`config.mk`:
```
export PLATFORM = sky130hd
export DESIGN_NAME = fcfs_task_scheduler_with_blocking_flat
export DESIGN_NICKNAME = d
export VERILOG_FILES = /design/src/hw/rtl/fts_pkg.sv /design/src/hw/rtl/fts_if.sv /design/src/hw/rtl/fts_ram.sv /design/src/hw/rtl/fcfs_task_scheduler_with_blocking.sv /design/src/flat_wrapper.sv
export SDC_FILE = /design/constraint.sdc
export NUM_CORES = 2
export LEC_CHECK = 0
export BUFFER_PORTS_ARGS = -buffer_cell sky130_fd_sc_hd__buf_2
export CELL_PAD_IN_SITES_DETAIL_PLACEMENT = 1
export CELL_PAD_IN_SITES_GLOBAL_PLACEMENT = 2
export CORE_MARGIN = 2
export CORE_UTILIZATION = 53
export DETAILED_ROUTE_END_ITERATION = 8
export GPL_TIMING_DRIVEN = 0
export PLACE_DENSITY = 0.86
export SYNTH_ARGS = -nofsm -noshare
export SYNTH_HDL_FRONTEND = slang
export SYNTH_SLANG_ARGS = --single-unit
```
`constraint.sdc`:
```
create_clock -name clk_i -period 14.6 [get_ports clk_i]
set_input_delay 2.19 -clock clk_i [delete_from_list [all_inputs] [get_ports clk_i]]
set_output_delay 2.19 -clock clk_i [all_outputs]
set_load 0.005 [all_outputs]
```
`src/hw/rtl/fts_pkg.sv`:
```
// fts_pkg: shared types and constants of the task scheduler
// no dependencies
`default_nettype none
package fts_pkg;
  localparam int unsigned TaskSlots    = 8;
  localparam int unsigned PendingDepth = 64;
  localparam int unsigned SlotW = $clog2(TaskSlots);
  localparam int unsigned PendW = $clog2(PendingDepth);
  localparam int unsigned SlotEntryW = 8 + 24 + 32 + 32;
  localparam int unsigned PendEntryW = 8 + 24;
  localparam logic [23:0] TimeoutReset = 24'd5000;

  typedef enum logic [1:0] {
    FUNC_TICK = 2'd0, FUNC_SUBMIT = 2'd1, FUNC_INTR = 2'd2, FUNC_ERROR = 2'd3
  } func_e;

  typedef enum logic [1:0] {
    ST_DONE = 2'd0, ST_KILLED = 2'd1, ST_REJECT = 2'd2
  } status_e;

  typedef struct packed {
    logic [7:0]  id;
    logic [23:0] est;
    logic [31:0] arrival;
    logic [31:0] service;
  } slot_t;

  typedef struct packed {
    logic [7:0]  id;
    logic [23:0] est;
  } pend_t;

  typedef struct packed {
    logic [1:0]  func;
    logic [15:0] elapsed;
    logic [7:0]  task_id;
    logic [23:0] est_time;
  } in_word_t;

  typedef struct packed {
    logic [7:0]  done_id;
    logic [1:0]  status;
    logic [31:0] finish_time;
    logic [31:0] turnaround;
    logic [31:0] waiting;
    logic [31:0] service;
  } out_word_t;

  typedef enum logic [3:0] {
    S_IDLE, S_TICK_RD, S_TICK_RUN, S_BLK, S_FIN_RD, S_FIN, S_ADMIT_RD, S_ADMIT,
    S_OUT
  } state_e;
endpackage
`default_nettype wire

```
`src/hw/rtl/fts_if.sv`:
```
// fts_if: valid/ready channel carrying one word
// depends on fts_pkg
`default_nettype none
interface fts_in_if;
  logic             valid;
  logic             ready;
  fts_pkg::in_word_t data;
  modport source(output valid, output data, input ready);
  modport sink(input valid, input data, output ready);
endinterface

interface fts_out_if;
  logic              valid;
  logic              ready;
  fts_pkg::out_word_t data;
  modport source(output valid, output data, input ready);
  modport sink(input valid, input data, output ready);
endinterface
`default_nettype wire

```
`src/hw/rtl/fts_ram.sv`:
```
// fts_ram: generic single-port-write, registered-read ram
// no dependencies
`default_nettype none
module fts_ram #(
  parameter int unsigned Width = 8,
  parameter int unsigned Depth = 8
) (
  input  wire logic                     clk_i,
  input  wire logic                     we_i,
  input  wire logic [$clog2(Depth)-1:0] waddr_i,
  input  wire logic [Width-1:0]         wdata_i,
  input  wire logic [$clog2(Depth)-1:0] raddr_i,
  output logic      [Width-1:0]         rdata_o
);
  logic [Width-1:0] mem [Depth];
  always_ff @(posedge clk_i) begin
    if (we_i) begin
      mem[waddr_i] <= wdata_i;
    end
    rdata_o <= mem[raddr_i];
  end
endmodule
`default_nettype wire

```
`src/hw/rtl/fcfs_task_scheduler_with_blocking.sv`:
```
// fcfs task scheduler with blocking: top level
// depends on fts_pkg, fts_if, fts_ram
// submit (not rejected), interrupt and an idle error are done in the accept cycle
// tick: TICK_RD, TICK_RUN, then FIN_RD, FIN, ADMIT_RD, ADMIT on a finish, then BLK
// throughput: one word in flight; a waiting result word blocks the input
// reset: async active low; queues empty, nothing running, clock 0, timeout 5000
`default_nettype none
module fcfs_task_scheduler_with_blocking (
  input  wire logic     clk_i,
  input  wire logic     rst_ni,
  input  wire logic     cfg_we_i,
  input  wire logic [23:0] cfg_wdata_i,
  fts_in_if.sink        in_if,
  fts_out_if.source     out_if
);
  import fts_pkg::*;

  state_e state_q, state_d;
  in_word_t in_q;
  logic [23:0] timeout_q;
  logic [31:0] clock_q, clock_d;

  // slot usage flags and small queues in flops
  logic [TaskSlots-1:0] used_q, used_d;
  logic [SlotW-1:0] rq_q [TaskSlots];
  logic [SlotW-1:0] rq_head_q, rq_head_d;
  logic [SlotW:0]   rq_cnt_q, rq_cnt_d;
  logic [SlotW-1:0] bq_slot_q [TaskSlots];
  logic [25:0]      bq_time_q [TaskSlots];
  logic [SlotW-1:0] bq_head_q, bq_head_d;
  logic [SlotW:0]   bq_cnt_q, bq_cnt_d;
  logic [SlotW:0]   scan_q, scan_d;
  logic run_q, run_d;
  logic [SlotW-1:0] run_idx_q, run_idx_d;
  logic [PendW-1:0] p_head_q, p_head_d;
  logic [PendW:0]   p_cnt_q, p_cnt_d;
  out_word_t out_q, out_d;
  logic [1:0] reason_q, reason_d;

  // ram ports
  logic s_we; logic [SlotW-1:0] s_wa, s_ra; slot_t s_wd, s_rd;
  logic p_we; logic [PendW-1:0] p_wa; pend_t p_wd, p_rd;

  fts_ram #(.Width(SlotEntryW), .Depth(TaskSlots)) u_slot_ram (
    .clk_i, .we_i(s_we), .waddr_i(s_wa), .wdata_i(s_wd), .raddr_i(s_ra), .rdata_o(s_rd));
  fts_ram #(.Width(PendEntryW), .Depth(PendingDepth)) u_pend_ram (
    .clk_i, .we_i(p_we), .waddr_i(p_wa), .wdata_i(p_wd), .raddr_i(p_head_q),
    .rdata_o(p_rd));

  // first free slot
  logic free_ok; logic [SlotW-1:0] free_idx;
  always_comb begin
    free_ok = 1'b0; free_idx = '0;
    for (int i = TaskSlots - 1; i >= 0; i--) begin
      if (!used_q[i]) begin
        free_ok = 1'b1; free_idx = SlotW'(i);
      end
    end
  end

  // ready queue and blocked queue pushes (at most one each per cycle)
  logic rq_push; logic [SlotW-1:0] rq_push_v;
  logic bq_push; logic [SlotW-1:0] bq_push_s; logic [25:0] bq_push_t;
  logic [SlotW-1:0] rq_tail, bq_tail;
  logic [SlotW:0] rq_cnt_mid;
  assign rq_tail = rq_head_d + rq_cnt_mid[SlotW-1:0];
  assign bq_tail = bq_head_d + bq_cnt_d[SlotW-1:0] - SlotW'(bq_push);

  logic [31:0] svc_sum, turn;
  logic [25:0] bt;
  assign svc_sum = s_rd.service + 32'(in_q.elapsed);
  assign bt      = bq_time_q[bq_head_q] + 26'(in_q.elapsed);
  assign turn    = clock_q - s_rd.arrival;

  assign in_if.ready  = (state_q == S_IDLE);
  assign out_if.valid = (state_q == S_OUT);
  assign out_if.data  = out_q;

  always_comb begin
    state_d = state_q; clock_d = clock_q; used_d = used_q;
    rq_head_d = rq_head_q; rq_cnt_mid = rq_cnt_q; bq_head_d = bq_head_q;
    bq_cnt_d = bq_cnt_q; scan_d = scan_q; run_d = run_q; run_idx_d = run_idx_q;
    p_head_d = p_head_q; p_cnt_d = p_cnt_q; out_d = out_q; reason_d = reason_q;
    rq_push = 1'b0; rq_push_v = '0; bq_push = 1'b0; bq_push_s = '0; bq_push_t = '0;
    s_we = 1'b0; s_wa = run_idx_q; s_wd = s_rd; s_ra = run_idx_q;
    p_we = 1'b0; p_wa = p_head_q + p_cnt_q[PendW-1:0]; p_wd = {in_q.task_id, in_q.est_time};
    unique case (state_q)
      S_IDLE: begin
        if (in_if.valid) begin
          reason_d = (func_e'(in_if.data.func) == FUNC_ERROR) ? ST_KILLED : ST_DONE;
          unique case (func_e'(in_if.data.func))
            FUNC_TICK: begin
              clock_d = clock_q + 32'(in_if.data.elapsed);
              if (!run_q && rq_cnt_q != '0) begin
                run_d = 1'b1; run_idx_d = rq_q[rq_head_q];
                rq_head_d = rq_head_q + 1'b1; rq_cnt_mid = rq_cnt_q - 1'b1;
              end
              state_d = S_TICK_RD;
            end
            FUNC_SUBMIT: begin
              if (free_ok && p_cnt_q == '0) begin
                used_d[free_idx] = 1'b1; s_we = 1'b1; s_wa = free_idx;
                s_wd = {in_if.data.task_id, in_if.data.est_time, clock_q, 32'd0};
                rq_push = 1'b1; rq_push_v = free_idx;
              end else if (p_cnt_q < (PendW+1)'(PendingDepth)) begin
                p_we = 1'b1;
                p_wd = {in_if.data.task_id, in_if.data.est_time};
                p_cnt_d = p_cnt_q + 1'b1;
              end else begin
                out_d = {in_if.data.task_id, ST_REJECT, clock_q, 96'd0};
                state_d = S_OUT;
              end
            end
            FUNC_INTR: begin
              if (run_q) begin
                run_d = 1'b0; bq_push = 1'b1; bq_push_s = run_idx_q;
              end
            end
            default: begin
              if (run_q) begin
                reason_d = ST_KILLED; state_d = S_FIN_RD;
              end
            end
          endcase
        end
      end
      S_TICK_RD: state_d = S_TICK_RUN;
      S_TICK_RUN: begin
        scan_d = bq_cnt_q;
        state_d = S_BLK;
        if (run_q) begin
          s_we = 1'b1; s_wd.service = svc_sum;
          if (svc_sum >= 32'(s_rd.est)) begin
            reason_d = ST_DONE; state_d = S_FIN_RD;
          end
        end
      end
      S_BLK: begin
        if (scan_q == '0) begin
          state_d = (reason_q == ST_REJECT) ? S_OUT : S_IDLE;
        end else begin
          scan_d = scan_q - 1'b1;
          bq_head_d = bq_head_q + 1'b1; bq_cnt_d = bq_cnt_q - 1'b1;
          if (bt >= 26'(timeout_q)) begin
            rq_push = 1'b1; rq_push_v = bq_slot_q[bq_head_q];
          end else begin
            bq_push = 1'b1; bq_push_s = bq_slot_q[bq_head_q]; bq_push_t = bt;
          end
        end
      end
      S_FIN_RD: state_d = S_FIN;
      S_FIN: begin
        out_d = {s_rd.id, reason_q, clock_q, turn, turn - s_rd.service, s_rd.service};
        run_d = 1'b0; used_d[run_idx_q] = 1'b0;
        state_d = S_ADMIT_RD;
      end
      S_ADMIT_RD: state_d = S_ADMIT;
      S_ADMIT: begin
        if (p_cnt_q != '0) begin
          used_d[run_idx_q] = 1'b1; s_we = 1'b1;
          s_wd = {p_rd.id, p_rd.est, clock_q, 32'd0};
          rq_push = 1'b1; rq_push_v = run_idx_q;
          p_head_d = p_head_q + 1'b1; p_cnt_d = p_cnt_q - 1'b1;
        end
        scan_d = bq_cnt_q;
        // a finished tick still has to age the blocked queue; mark with reject code
        reason_d = ST_REJECT;
        state_d = (reason_q == ST_DONE) ? S_BLK : S_OUT;
      end
      S_OUT: begin
        if (out_if.ready) state_d = S_IDLE;
      end
      default: state_d = S_IDLE;
    endcase
    if (bq_push) bq_cnt_d = bq_cnt_d + 1'b1;
    rq_cnt_d = rq_cnt_mid + (SlotW+1)'(rq_push);
  end

  always_ff @(posedge clk_i or negedge rst_ni) begin
    if (!rst_ni) begin
      state_q <= S_IDLE; clock_q <= '0; used_q <= '0; timeout_q <= TimeoutReset;
      rq_head_q <= '0; rq_cnt_q <= '0; bq_head_q <= '0; bq_cnt_q <= '0;
      scan_q <= '0; run_q <= 1'b0; run_idx_q <= '0; p_head_q <= '0; p_cnt_q <= '0;
      reason_q <= ST_DONE;
    end else begin
      state_q <= state_d; clock_q <= clock_d; used_q <= used_d;
      rq_head_q <= rq_head_d; rq_cnt_q <= rq_cnt_d; bq_head_q <= bq_head_d;
      bq_cnt_q <= bq_cnt_d; scan_q <= scan_d; run_q <= run_d; run_idx_q <= run_idx_d;
      p_head_q <= p_head_d; p_cnt_q <= p_cnt_d; reason_q <= reason_d;
      if (cfg_we_i) timeout_q <= cfg_wdata_i;
      if (in_if.valid && in_if.ready) begin
        in_q <= in_if.data;
      end
    end
  end

  // payload registers
  always_ff @(posedge clk_i) begin
    out_q <= out_d;
    if (rq_push) rq_q[rq_tail] <= rq_push_v;
    if (bq_push) begin
      bq_slot_q[bq_tail] <= bq_push_s; bq_time_q[bq_tail] <= bq_push_t;
    end
  end
endmodule
`default_nettype wire
```
`src/flat_wrapper.sv`:
```
// flat-port wrapper written by rule: the top's interface ports become plain ports
module fcfs_task_scheduler_with_blocking_flat import fts_pkg::*;
  (clk_i, rst_ni, cfg_we_i, cfg_wdata_i, in_if_valid, in_if_data, in_if_ready, out_if_valid, out_if_data, out_if_ready);
  fts_in_if in_if_i ();
  fts_out_if out_if_i ();
  input  wire logic clk_i;
  input  wire logic rst_ni;
  input  wire logic cfg_we_i;
  input  wire logic [23:0] cfg_wdata_i;
  input wire logic [$bits(in_if_i.valid)-1:0] in_if_valid;
  input wire logic [$bits(in_if_i.data)-1:0] in_if_data;
  output wire logic [$bits(in_if_i.ready)-1:0] in_if_ready;
  output wire logic [$bits(out_if_i.valid)-1:0] out_if_valid;
  output wire logic [$bits(out_if_i.data)-1:0] out_if_data;
  input wire logic [$bits(out_if_i.ready)-1:0] out_if_ready;
  assign in_if_i.valid = in_if_valid;
  assign in_if_i.data = in_if_data;
  assign in_if_ready = in_if_i.ready;
  assign out_if_valid = out_if_i.valid;
  assign out_if_data = out_if_i.data;
  assign out_if_i.ready = out_if_ready;
  fcfs_task_scheduler_with_blocking u_core (.clk_i(clk_i), .rst_ni(rst_ni), .cfg_we_i(cfg_we_i), .cfg_wdata_i(cfg_wdata_i), .in_if(in_if_i), .out_if(out_if_i));
endmodule
```
==> results.txt <==
Crit-path max FO - 23
Cts repair resizes - 0
Internal power - 0.0210 W
DRT Wirelength - 456,000 µm
Clock buffer depth - 4
LEAKAGE - 51.3 nW
Post-synth EDFFs - 3,258
CTS sink cnt - 3,491
Setup violators final - 0
Sw Pwr - 0.0115 W
Htree depth - 5
Core ar. - 259,000 µm²
Worst-case reg-to-reg path depth - 34
Proportion of power drawn by the clock network - 28.3%
Num rows - 187
Required @ worst endpoint - 15.17 ns
Initial DRC count - 11,100
Area growth, synth to finish - 14.8%
Asr flop ratio synth - 3.01%
CTS tree - built
CTS buffer count - 351
Initial antenna violation count - 45
Layout cells sized above 1 - 21.6%
Drt pass-1 iters - 6
Cell area power density - 206 nW/µm²
Clock transition at the registers of the reported paths - 0.07 ns
Netlist area before placement - 138,000 µm²
First-pass GRT wire length - 633,000 µm
Combinational power share - 33.2%
Post-Syn Instances - 7,211
Worst Setup Start Kind - flop
Max_slew headroom - -5.78%
RSZ-0062 raised after global routing - no
Most common cell after layout, fill and taps aside - edfxtp_1
Average cell area after synthesis - 19.1 µm²
Worst Hold Depth - 2
Tot Pwr - 0.0325 W
Initial Util - 53.1%
Clock latency on the worst-skew pair - 0.96 ns
Fin util - 61.0%
Critical Path Stages - 34
Net switching fraction of the power - 35.3%
DR WL/cell - 39.1 µm
Vias in the first global route - 81,200
Sequential element share of the synthesized area - 74.9%
Ys Warns - 0
Peak Freq - 88.4 MHz
Worst slew pin tran - 1.59 ns
Status - finished, violations left
Worst EP arrival - 11.88 ns
Max capacitance violation total - 13
Critical path class - reg -> reg
Vias per cell - 6.81
Max rail drop VDD - 0.123 mV
Die X - 514 µm
Design area - 158,000 µm²
Largest area contributor in the netlist - edfxtp_1
Placed Area - 146,000 µm²
Worst Hold Class - reg -> reg
GPL Wtd Cong - 0.913
Buf/Inv on CP - 7
Largest net degree at the start of global routing - 91
Worst R2R Setup Slack - 3.29 ns
Hold_ws - 0.457 ns
Total GRT Usage - 34.3%
Most used flip-flop cell after synthesis - edfxtp_1
CP Capture Type - flop
Area share of the leading cell type in the synthesized netlist - 71.1%
Failing checks - capacitance limit, slew limit
Dpl hpwl - 286,000 µm
Num ports - 219
Die Y - 514 µm
Via count - 79,300
Seq pwr share - 38.5%
Critical-path top delay cell - o21ai_0
Remaining Overflow, GRT - 0
CP delay by family, top - buffers and inverters
Final Skew - 0.0807 ns
Slowest Stage Delay on Critical Path - 0.76 ns
Final period util - 77.5%
Cell variety after synth - 84
DRC - 0
Commonest cells after routing, fill and taps aside - edfxtp_1, mux4_2, a22oi_1
Synth area leaders - edfxtp_1, mux4_2, a22oi_1
Final Hold Violating Endpoints - 0
Die ar. - 264,000 µm²
Antenna-violating nets left - 0
Post-layout nets - 8,200
PortBufs - 216
Hold_buf cts - 0
Post-route minimum period - 11.31 ns
Setup bufs post-CTS - 0
#FFs+latches synth - 3,491
# fillers - 22,000
CTS root buf - clkbuf_16
Final slew viol count - 98
[registers in the layout (all words and copies together) (netlist names), 4 cells and up]
| register | count |
|---|---|
| u_core.state_q | 4 |
| u_core.used_q | 8 |
| u_core.scan_q | 4 |
| u_core.rq_cnt_q | 4 |
| u_core.u_pend_ram.rdata_o | 32 |
| u_core.timeout_q | 24 |
| u_core.bq_slot_q | 24 |
| u_core.bq_cnt_q | 4 |
| u_core.u_slot_ram.rdata_o | 96 |
| u_core.p_head_q | 6 |
| u_core.p_cnt_q | 7 |
| u_core.clock_q | 32 |
| u_core.u_slot_ram.mem | 768 |
| u_core.bq_time_q | 208 |
| u_core.in_q | 48 |
| u_core.rq_q | 24 |
| u_core.out_if.data | 138 |
| u_core.u_pend_ram.mem | 2048 |
[power groups by stage]
stage	Combinational, W	Clock [W]	Sequential, W
finish	0.0108	0.00920	0.0125
global route	0.0113	0.00954	0.0125
CTS	0.0106	0.00922	0.0125
detailed placement	0.0104	0	0.0127
global placement	0.00979	0	0.0127
floorplan	0.00640	0	0.0125
[through the flow]
step | std cells | TNS (ns) | setup slack [ns]
final | 11700 | 0 | 3.29
after CTS | 11600 | 0 | 3.23
after floorplan | 7226 | 0 | 4.05
after global routing | 11600 | 0 | 2.36
after global placement | 10800 | -796.42 | -4.26
after detailed placement | 11000 | 0 | 3.31
[worst reg2reg max path: cells and delay by family (launching register included)]
family	cells	cell delay, ns
compound gates	6	2.21
xor+xnor	5	1.38
fa+ha+maj	4	1.27
buf+inv	7	2.46
flops	1	0.45
mux	2	0.92
simple gates	10	2.28
[final cells by class]
type	count	area [µm²]	share of cell area, %
flip-flops and latches	3491	103000	65.2
multi-input cells	3213	33400	21.2
clock buffers	451	9500	6.01
well taps	3402	4260	2.69
repair buffers	353	3710	2.35
clock inverters	194	1960	1.24
plain buffers	339	1310	0.829
inverters	183	687	0.435
diodes	30	75.1	0.0475
[cell usage after synthesis, types with 42 or more instances]
library cell / n
xnor2_1: 101
dfxtp_1: 128
nand2_1: 404
dfrtp_1: 100
clkbuf_1: 269
buf_1: 61
o21ai_0: 203
a22oi_1: 421
edfxtp_1: 3258
nand3_1: 42
a21oi_1: 129
a21o_1: 53
nor2_1: 280
inv_1: 180
ha_1: 180
xor2_1: 64
and2_1: 47
nand4_1: 116
mux4_2: 736
[layer usage]
metal | up-vias | GRT usage, % | wire length (µm)
met5 | - | 0 | 249
met1 | 41100 | 42.5 | 155000
li1 | 30800 | - | -
met4 | 34 | 22.5 | 36400
met2 | 5984 | 55.4 | 219000
met3 | 1405 | 6.76 | 45800
[path summary, 6_finish.rpt]
path | startpoint | end
min in group asynchronous | rst_ni | u_core.clock_q[24]
min | u_core.u_slot_ram.mem[7][39] | u_core.u_slot_ram.rdata_o[39]
max in group asynchronous | rst_ni | u_core.used_q[3]
max | u_core.bq_head_q[0] | u_core.bq_time_q[7][9]
min reg2reg | u_core.u_slot_ram.mem[7][39] | u_core.u_slot_ram.rdata_o[39]
max reg2reg | u_core.bq_head_q[0] | u_core.bq_time_q[7][9]
[cell families after synthesis]
| group | Yosys count | share of synthesized area, % |
|---|---|---|
| adders and majority gates | 189 | 1.77 |
| muxes | 794 | 12.5 |
| buffers and inverters | 522 | 1.44 |
| AOI/OAI and AO/OA | 967 | 4.72 |
| DFF | 3491 | 74.9 |
| other | 1 | 0.00272 |
| xor gates and xnor gates | 165 | 1.05 |
| and+or+nand+nor | 1082 | 3.65 |
No activity file was read; power rests on OpenSTA's default activity.
